$ cat src/sv/sfr_pkg.sv
package sfr_pkg;

    // Window and replacement limits
    localparam int MAX_PATTERN     = 8;
    localparam int MAX_REPLACEMENT = 8;
    localparam int JOB_BYTES       = 8;

    // Case folding constants
    localparam logic [7:0] CHAR_UPPER_A = 8'h41;
    localparam logic [7:0] CHAR_UPPER_Z = 8'h5A;
    localparam logic [7:0] CASE_OFFSET  = 8'h20;

    // Configuration register map
    typedef enum logic [2:0] {
        REG_PATTERN_BYTES      = 3'd0,
        REG_PATTERN_LENGTH     = 3'd1,
        REG_REPLACEMENT_BYTES  = 3'd2,
        REG_REPLACEMENT_LENGTH = 3'd3,
        REG_IGNORE_CASE        = 3'd4
    } cfg_reg_t;

    typedef struct packed {
        logic [2:0]  reg_index;
        logic [63:0] data;
    } cfg_write_t;

    typedef struct packed {
        logic [7:0] text_byte;
        logic       text_end;
    } text_item_t;

    typedef struct packed {
        logic [7:0] out_byte;
        logic       out_valid;
        logic       from_replacement;
        logic       run_last;
        logic       text_done;
    } result_item_t;

    // One burst of results from one input item
    typedef struct packed {
        logic [JOB_BYTES-1:0][7:0] bytes;
        logic [3:0]                count;  // 1 .. JOB_BYTES
        logic                      rep;    // bytes come from the replacement
        logic                      bare;   // single end marker, no byte
        logic                      done;   // burst closes the text
    } job_t;

endpackage

$ cat src/sv/sfr_job_queue.sv
module sfr_job_queue
    import sfr_pkg::*;
#(
    parameter int DEPTH = 2
)
(
    input  logic clk,
    input  logic rst_n,
    input  logic push,
    input  job_t push_job,
    input  logic pop,
    output job_t head,
    output logic full,
    output logic empty
);

    localparam int PTR_W = (DEPTH > 1) ? $clog2(DEPTH) : 1;
    localparam int CNT_W = $clog2(DEPTH + 1);

    job_t             mem_reg [DEPTH];
    logic [PTR_W-1:0] wr_ptr_reg;
    logic [PTR_W-1:0] wr_ptr_next;
    logic [PTR_W-1:0] rd_ptr_reg;
    logic [PTR_W-1:0] rd_ptr_next;
    logic [CNT_W-1:0] count_reg;
    logic [CNT_W-1:0] count_next;

    assign full  = (count_reg == CNT_W'(DEPTH));
    assign empty = (count_reg == '0);
    assign head  = mem_reg[rd_ptr_reg];

    // Pointer wrap and occupancy
    always_comb
    begin
        wr_ptr_next = wr_ptr_reg;
        rd_ptr_next = rd_ptr_reg;
        count_next  = count_reg;
        if (push)
            wr_ptr_next = (wr_ptr_reg == PTR_W'(DEPTH - 1)) ? '0 : wr_ptr_reg + 1'b1;
        if (pop)
            rd_ptr_next = (rd_ptr_reg == PTR_W'(DEPTH - 1)) ? '0 : rd_ptr_reg + 1'b1;
        if (push && !pop)
            count_next = count_reg + 1'b1;
        else if (pop && !push)
            count_next = count_reg - 1'b1;
    end

    always_ff @(posedge clk or negedge rst_n)
    begin
        if (!rst_n)
        begin
            wr_ptr_reg <= '0;
            rd_ptr_reg <= '0;
            count_reg  <= '0;
        end
        else
        begin
            wr_ptr_reg <= wr_ptr_next;
            rd_ptr_reg <= rd_ptr_next;
            count_reg  <= count_next;
        end
    end

    always_ff @(posedge clk)
    begin
        if (push)
            mem_reg[wr_ptr_reg] <= push_job;
    end

endmodule

$ cat config.mk
export PLATFORM = sky130hd
export DESIGN_NAME = sfr_job_queue
export DESIGN_NICKNAME = d
export VERILOG_FILES = /design/src/sv/sfr_pkg.sv /design/src/sv/sfr_job_queue.sv
export SDC_FILE = /design/constraint.sdc
export NUM_CORES = 1
export LEC_CHECK = 0
export BUFFER_PORTS_ARGS = -buffer_cell sky130_fd_sc_hd__buf_4
export CAP_MARGIN = 20
export CORE_UTILIZATION = 56
export DETAILED_ROUTE_END_ITERATION = 6
export HOLD_SLACK_MARGIN = 0.02
export PLACE_DENSITY = 0.95
export SYNTH_ARGS = -nofsm -noshare
export SYNTH_HDL_FRONTEND = slang
export SYNTH_SLANG_ARGS = --single-unit
$ cat constraint.sdc
create_clock -name clk -period 7.3 [get_ports clk]
set_clock_uncertainty 0.1 [all_clocks]
set_input_delay 0 -clock clk [delete_from_list [all_inputs] [get_ports clk]]
set_output_delay 0 -clock clk [all_outputs]
set_load 0.005 [all_outputs]
==> flow_summary.toml, run 1 <==
[run_status]
status = "completed"

[power_and_ir_drop]
power_density_mw_per_mm2 = 371
peakVddDrop_mv = 0.295
p_leak_uw = 0.00334

[sta]
setup_tns_ps = 0
finalHoldViolCount = 0
rsz0062_at_grt = "no"
tightest_slew_ps = 987
fin_crit_ps = 2710
setup_viol = 0
period_share_pct = 37.2
fmax_mhz = 368
slew_violations = 0
holdWs_ps = 121
slew_headroom_pct = 34.2

[min_path]
hold_path_end = "mem_reg[1][66]$_DFFE_PP_"
hp-class = "in2reg"
hold_depth = 2
hold_start = "push_job[66]"

[floorplanning]
rows = 36
io_pins = 148
dieWidth_um = 103
die_h_um = 103
start_util_pct = 57.9
dieArea_mm2 = 0.0105
coreArea_mm2 = 0.00977

[clock_network]
numCtsBuffers = 17
clockBufferDepth = 2
cts_tree = "built"
clk_pin_slew_ps = 60
cts-root-buf = "clkbuf_8"
cts.sinks = 146
insertion_delay_ps = 500
post_cts_resize_count = 0
cts.htree.levels = 4

[placement]
io_buffers = 147
dpl.hpwl_um = 6120
place.gp.congestion = 0.662

[route]
wirelength_um = 11600
first_pass_iters = 4
drc = 0
initialDrtViolationCount = 115
vias = 3048
wl_per_cell_um = 18.8
drt-vias-per-instance = 4.93
antenna_left = 0

[logic_synthesis]
synth_common_cells = "142 x edfxtp_1, 69 x mux2_4, 7 x buf_12, 4 x dfrtp_1, 4 x xor2_1"
synthesis.area_mm2 = 0.00566
synthCells = 237
synth_top_family_by_area = "multiplexers"
synth-adder-area-share_pct = 0.221
synth_area_leader_cell = "edfxtp_1"
synth-xor-area-share_pct = 0.774
ys_ff_latch = 146
synth_top_area_share_pct = 75.3
syn_nets = 313
synth_area_leaders = "edfxtp_1 75%, mux2_4 18%, buf_12 2.5%, dfrtp_1 1.8%, xor2_1 0.62%"
synth_edf_count = 142
async_reset_ff_share_pct = 2.74
yosys.area_share.simple_pct = 0.464
synth.distinct_cells = 13
ys_warn_count = 0
synth_most_common_cell = "edfxtp_1"
ys_seq_area_share_pct = 77.1
muxShareOfSynthArea_pct = 18.7
post_synth.cell_area_avg_um2 = 23.9
synth_top_flop_cell = "edfxtp_1"
synth_compound_area_share_pct = 0

[grt]
grt_start_max_net_pins = 72
grt_use_total_pct = 22.6
grt_overflow = 0
grt_pass1_vias = 3194
grt_antenna_before_repair = 0
grt_pass1_wl_um = 16500

[critical_path]
crit_start = "rd_ptr_reg$_DFFE_PN0P_"
setup.worst_path.class = "reg2out"
crit_path_max_fanout = 39
rr_worst_depth = 2
r2r_setup_slack_ps = 5060
r2r-end = "mem_reg[0][18]$_DFFE_PP_"
cp.required_ps = 7200
timing.rr.start = "wr_ptr_reg$_DFFE_PN0P_"
cp-start-kind = "flop"
end_kind = "output port"
arrival_ps = 2610

[finish]
fin_nets = 548
drive_above_1_share_pct = 52.2
fillCellCount = 436
area_delta_synth_final_pct = 45.0
largest_register_ffs = 142
antenna_cells = 0

[job]
maxCapViolations = 0
## per-layer routing
metal	share of wire, %	vias up	wire (um)	GRT usage, %
met4	1.7	0	197	9.45
li1	-	1405	-	-
met3	5.1	18	597	6.17
met2	57	114	6660	43.1
met1	36	1511	4190	23.0
met5	0	-	0	0
## kinds of logic (layout without fill, tap and decap cells)
kind of cell / after synthesis / in the layout
buffers and inverters: 9 / 257
adder cells (fa/ha/maj): 1 / 1
flip-flops: 146 / 146
multiplexers: 71 / 71
XOR/XNOR: 5 / 5
AND/OR/NAND/NOR: 5 / 5
## power breakdown
part           total [uW]  internal (uW)  switching (uW)
clock                 950            622             329
combinational         869            543             326
sequential           1220           1120             106
## area by class of cell
type	instances	area (um^2)	area share, %
sequential	146	4370	53.2
clock inverter	15	238	2.90
multi-input combinational	82	1150	14.0
tap	133	166	2.03
inverter	1	3.75	0.0457
clock buffer	17	414	5.04
timing repair buffer	224	1870	22.8
## stage by stage
step	setup slack, ps	util, %	instance area (um^2)	total power, uW	std cells
after CTS	4550	84.0	8210	3040	618
after floorplan	3140	-	5660	1770	237
after global routing	4500	84.0	8210	3150	618
after global placement	5100	69.6	6810	2030	511
final	4590	84.0	8210	3040	618
after detailed placement	5000	69.6	6810	2070	511
## how the worst max path moves through the flow
| stage | to | slack [ps] | cells after the start |
|---|---|---|---|
| 2_1_floorplan | mem_reg[0][0]$_DFFE_PP_ | 3140 | 1 |
| 3_3_place_gp | mem_reg[0][55]$_DFFE_PP_ | 5100 | 2 |
| 3_5_place_dp | mem_reg[0][68]$_DFFE_PP_ | 5000 | 2 |
| 4_1_cts | head[50] | 4550 | 3 |
| 5_1_grt | head[50] | 4500 | 3 |
| 6_report | head[51] | 4590 | 3 |
## repair_timing
| item | CTS | global route |
|---|---|---|
| setup buffers | 0 | 0 |
| endpoints found under the hold margin | 180 | 0 |
| hold buffers | 75 | 0 |
| setup endpoints to repair | 0 | 0 |
## cells in the final DEF (no fill, tap or decap)
| cell type | netlist | routed |
|---|---|---|
| ha_1 | 1 | 1 |
| clkbuf_16 | 0 | 16 |
| clkinv_4 | 0 | 1 |
| xnor2_1 | 1 | 1 |
| clkinv_2 | 0 | 2 |
| inv_1 | 1 | 1 |
| edfxtp_1 | 142 | 142 |
| xor2_1 | 4 | 4 |
| clkbuf_8 | 0 | 1 |
| dlygate4sd3_1 | 0 | 75 |
| and2_4 | 0 | 1 |
| nor2b_4 | 0 | 1 |
| mux2_4 | 69 | 69 |
| clkinv_1 | 0 | 2 |
| buf_4 | 0 | 149 |
| clkinvlp_4 | 0 | 3 |
| nor2_1 | 2 | 2 |
| dfrtp_1 | 4 | 3 |
| inv_6 | 0 | 1 |
| dfrtp_4 | 0 | 1 |
| mux2_2 | 2 | 2 |
| bufinv_16 | 0 | 6 |
| nor2b_1 | 2 | 1 |
## worst max-delay path, stage by stage, from the launching register on
cell     delay, ps
dfrtp_4        850
buf_4          680
mux2_2         410
buf_4          130
Power figures use the tool's default switching activity.
==> inputs of run 2 (changes only) <==
CORE_UTILIZATION = 47   (was 56)
PLACE_DENSITY = 0.86   (was 0.95)
clock period = 2.45 ns   (was 7.3 ns; I/O delays follow)
==> run 2 against run 1 <==
The flow now finishes with violations (DRC). Setup slack got worse by 4100 ps. Register-to-register slack worse by 4200 ps. Sequential share of layout area down 0.097 points. Core utilization decreased by 13 points. First-iteration DRC count is 29% higher. Cell count rose by 2.3%. Combinational power rose to 3.1 times the previous value. Critical path depth unchanged. Cell area grew 0.18%. Worst hold slack improved by 100 ps. Total power rose to 2.9 times the previous value. Count of clock-buffer cells in the layout unchanged.
==> flow_summary.toml, run 2 (synthesis results as in run 1) <==
[min_path]
hold_start = "push_job[6]"
hp-class = "in2reg"
hold_depth = 2
hold_path_end = "mem_reg[0][6]$_DFFE_PP_"

[grt]
grt_pass1_vias = 3261
grt_start_max_net_pins = 42
grt_pass1_wl_um = 16800
grt_use_total_pct = 18.1
grt_overflow = 0
grt_antenna_before_repair = 0

[critical_path]
arrival_ps = 1860
setup.worst_path.class = "reg2out"
cp-start-kind = "flop"
r2r_setup_slack_ps = 880
rr_worst_depth = 2
end_kind = "output port"
r2r-end = "mem_reg[1][58]$_DFFE_PP_"
cp.required_ps = 2350
crit_path_max_fanout = 18
crit_start = "rd_ptr_reg$_DFFE_PN0P_"
timing.rr.start = "wr_ptr_reg$_DFFE_PN0P_"

[clock_network]
cts_setup_buffers = 0
cts_tree = "built"
clk_pin_slew_ps = 60
insertion_delay_ps = 400
clockBufferDepth = 2
cts_hold_buf = 75
post_cts_resize_count = 0
cts.htree.levels = 4
cts-root-buf = "clkbuf_16"
cts.sinks = 146
numCtsBuffers = 17

[route]
wirelength_um = 10800
drt-vias-per-instance = 4.83
antenna_left = 0
first_pass_iters = 7
initialDrtViolationCount = 148
drc = 12
vias = 3053
wl_per_cell_um = 17.1

[floorplanning]
dieArea_mm2 = 0.0125
die_h_um = 112
rows = 39
dieWidth_um = 112
io_pins = 148
coreArea_mm2 = 0.0116
start_util_pct = 48.9

[power_and_ir_drop]
switching_power_uw = 2190
p_leak_uw = 0.00335
power_density_mw_per_mm2 = 1070
intPower_uw = 6590
clkPwrFrac_pct = 28.8
pwr-share-comb_pct = 30.8
power_frac_seq_pct = 40.4
peakVddDrop_mv = 0.643
swShare_pct = 24.9

[placement]
io_buffers = 147
placed_area_mm2 = 0.00688
dpl.hpwl_um = 6390
place.gp.congestion = 0.676

[finish]
fin_area_mm2 = 0.00823
largest_register_ffs = 142
antenna_cells = 0
layout_commonest_cell = "buf_4"
fin_nets = 553
most-common-layout-cells = "152 x buf_4, 142 x edfxtp_1, 75 x dlygate4sd3_1, 69 x mux2_4, 17 x clkbuf_16"
area_delta_synth_final_pct = 45.3
drive_above_1_share_pct = 53.0
fillCellCount = 699

[sta]
slew_headroom_pct = 64.1
setup_tns_ps = 0
rsz0062_at_grt = "no"
period_share_pct = 80.0
fin_crit_ps = 1960
setup_viol = 0
slew_violations = 0
fmax_mhz = 510
finalHoldViolCount = 0
tightest_slew_ps = 539

[job]
maxCapViolations = 0

[run_status]
violations = "DRC"
status = "finished, violations left"
## run 2: metal layers
| layer | wire length, um | global-route usage [%] | share of wire [%] | vias up |
|---|---|---|---|---|
| met1 | 4060 | 20.3 | 38 | 1482 |
| met4 | 286 | 9.01 | 2.6 | 0 |
| met5 | 0 | 0 | 0 | - |
| met3 | 683 | 6.10 | 6.3 | 26 |
| li1 | - | - | - | 1413 |
| met2 | 5780 | 31.0 | 53 | 132 |
## run 2: area by class of cell
cell class / count / area [um^2] / area share [%]
sequential: 146 / 4370 / 53.1
tap: 143 / 179 / 2.18
multi-input combinational: 82 / 1150 / 14.0
clock buffer: 17 / 425 / 5.17
timing repair buffer: 229 / 1930 / 23.5
clock inverter: 14 / 166 / 2.02
inverter: 1 / 3.75 / 0.0456
## run 2: how the worst max path moves through the flow
stage	slack (ps)	to
6_report	490	head[58]
5_1_grt	410	head[31]
4_1_cts	450	head[58]
3_5_place_dp	880	mem_reg[1][55]$_DFFE_PP_
3_3_place_gp	920	head[42]
2_1_floorplan	450	mem_reg[0][0]$_DFFE_PP_
## run 2: critical path: stages (launching register included)
cell	delay [ps]
dfrtp_4	630
buf_4	350
mux2_4	330
buf_4	130
## run 2: power groups by stage
stage | logic, uW | clock network, uW | registers (uW)
after floorplan | 1770 | 0 | 3480
after global placement | 2580 | 0 | 3560
after detailed placement | 2610 | 0 | 3600
after CTS | 2730 | 2570 | 3550
after global routing | 2870 | 2680 | 3590
final | 2710 | 2530 | 3550
## run 2: per-stage QoR
stage	cells	total power, uW	utilization, %	worst slack [ps]	hold slack, ps
2_1_floorplan	237	5250	-	450	-396
3_3_place_gp	526	6140	59.5	921	-295
3_5_place_dp	526	6210	59.5	877	-293
4_1_cts	632	8840	71.1	445	200
5_1_grt	632	9140	71.1	409	206
6_report	632	8780	71.1	489	222
==> inputs of run 3 (changes only) <==
clock period = 1.7 ns   (was 2.45 ns; I/O delays follow)
==> run 3 against run 2 <==
The run ends with DRC, setup timing left. Sequential cell count is the same. Clock power grew 56%. Wire length rose by 6.9%. Cell count is 0.47% higher. Via count grew 0.56%. Register-to-register slack worse by 510 ps. Combinational power is 68% higher. Sequential power increased by 42%. Cell area rose by 3.4%. Highest routed layer unchanged.
==> flow_summary.toml, run 3 (synthesis results as in run 1) <==
[min_path]
hold_start = "push_job[60]"
hold_path_end = "mem_reg[1][60]$_DFFE_PP_"
hp-class = "in2reg"
hold_depth = 2

[clock_network]
cts-root-buf = "clkbuf_16"
numCtsBuffers = 17
cts.htree.levels = 4
clk_pin_slew_ps = 60
insertion_delay_ps = 420
clockBufferDepth = 2
cts_tree = "built"
cts.sinks = 146

[finish]
most-common-layout-cells = "142 x edfxtp_1, 101 x buf_4, 75 x dlygate4sd3_1, 69 x mux2_4, 49 x buf_6"
drive_above_1_share_pct = 52.2
largest_register_ffs = 142
layout_commonest_cell = "edfxtp_1"
antenna_cells = 0
area_delta_synth_final_pct = 50.3
fillCellCount = 659
fin_area_mm2 = 0.00851
fin_nets = 555
layout.area.seq_mm2 = 0.00437
multiInputGateArea_mm2 = 0.00115

[power_and_ir_drop]
peakVddDrop_mv = 1.03
p_leak_uw = 0.00345
power_density_mw_per_mm2 = 1590

[critical_path]
cp_top_family = "flip-flops"
rr_worst_depth = 2
end_kind = "output port"
crit_buf_inv = 2
setup.worst_path.class = "reg2out"
slowest_delay_ps = 530
cp-start-kind = "flop"
r2r_setup_slack_ps = 370
arrival_ps = 1610
crit_path_cell_trace = "buf_12 -> mux2_4 -> buf_6"
r2r-end = "mem_reg[0][31]$_DFFE_PP_"
timing.rr.start = "wr_ptr_reg$_DFFE_PN0P_"
crit_path_max_fanout = 25
cp_slowest_cell = "dfrtp_4"
cp.required_ps = 1600
worst-path-stages = 3

[sta]
rsz0062_at_grt = "yes"
finalHoldViolCount = 0
slew_headroom_pct = 84.2
fmax_mhz = 585
slew_violations = 0
tightest_slew_ps = 237
layout_setup_ws_ps = -9.90
setup_tns_ps = -88.2
setup_viol = 21
period_share_pct = 101
fin_crit_ps = 1710

[floorplanning]
coreArea_mm2 = 0.0116
dieWidth_um = 112
rows = 39
start_util_pct = 48.9
die_h_um = 112
io_pins = 148
dieArea_mm2 = 0.0125

[grt]
grt_pass1_wl_um = 18000
grt_start_max_net_pins = 40
grt_antenna_before_repair = 0
grt_use_total_pct = 19.8
grt_overflow = 0
grt_pass1_vias = 3455

[run_status]
status = "finished, violations left"
violations = "DRC, setup timing"

[route]
drt-vias-per-instance = 4.83
wl_per_cell_um = 18.2
wirelength_um = 11600
first_pass_iters = 7
initialDrtViolationCount = 166
antenna_left = 0
vias = 3070
drc = 13

[job]
maxCapViolations = 0

[placement]
io_buffers = 147
place.gp.congestion = 0.658
placed_area_mm2 = 0.00694
dpl.hpwl_um = 6810
==> run 3: what timing repair did <==
| action | CTS | global route |
|---|---|---|
| hold endpoints to repair | 150 | 0 |
| hold buffers | 75 | 0 |
| buffers inserted | 1 | 0 |
| resized for setup | 48 | 1 |
| endpoints found under the setup margin | 63 | 71 |
==> run 3: final cells by class <==
class,instances,share of cell area [%]
Clock buffer,20,5.13
Clock inverter,12,2.21
Inverter,1,0.0441
Multi-Input combinational cell,82,13.5
Sequential cell,146,51.3
Tap cell,143,2.10
Timing Repair Buffer,231,25.6
==> run 3: where the power goes <==
group	total, uW	switching, uW	leakage (uW)	internal (uW)
combinational	4550	1720	0.00178	2830
sequential	5040	254	0.00138	4790
clock	3950	1360	0.000299	2580
==> run 3: worst max path at each step <==
stage,startpoint,end,slack [ps]
finish,rd_ptr_reg$_DFFE_PN0P_,head[65],-10
floorplan,wr_ptr_reg$_DFFE_PN0P_,mem_reg[0][0]$_DFFE_PP_,-300
detailed placement,rd_ptr_reg$_DFFE_PN0P_,head[53],300
CTS,rd_ptr_reg$_DFFE_PN0P_,head[47],-30
global route,rd_ptr_reg$_DFFE_PN0P_,head[30],-60
global placement,rd_ptr_reg$_DFFE_PN0P_,head[53],310
==> run 3: stage by stage <==
step / hold slack [ps] / utilization (%) / instances / worst slack (ps) / total power, uW
3_5_place_dp: -293 / 60.0 / 527 / 299 / 9110
3_3_place_gp: -295 / 60.0 / 527 / 308 / 8970
4_1_cts: 190 / 73.5 / 635 / -32.6 / 13600
2_1_floorplan: -396 / - / 237 / -300 / 7560
5_1_grt: 196 / 73.6 / 635 / -59.7 / 14100
6_report: 208 / 73.6 / 635 / -9.90 / 13500
==> run 3: per-layer routing <==
| metal | up-vias | global-route usage (%) | routed length, um |
|---|---|---|---|
| li1 | 1418 | - | - |
| met1 | 1530 | 20.9 | 4360 |
| met2 | 103 | 35.7 | 6350 |
| met3 | 19 | 6.53 | 606 |
| met4 | 0 | 9.28 | 240 |
| met5 | - | 0 | 0 |
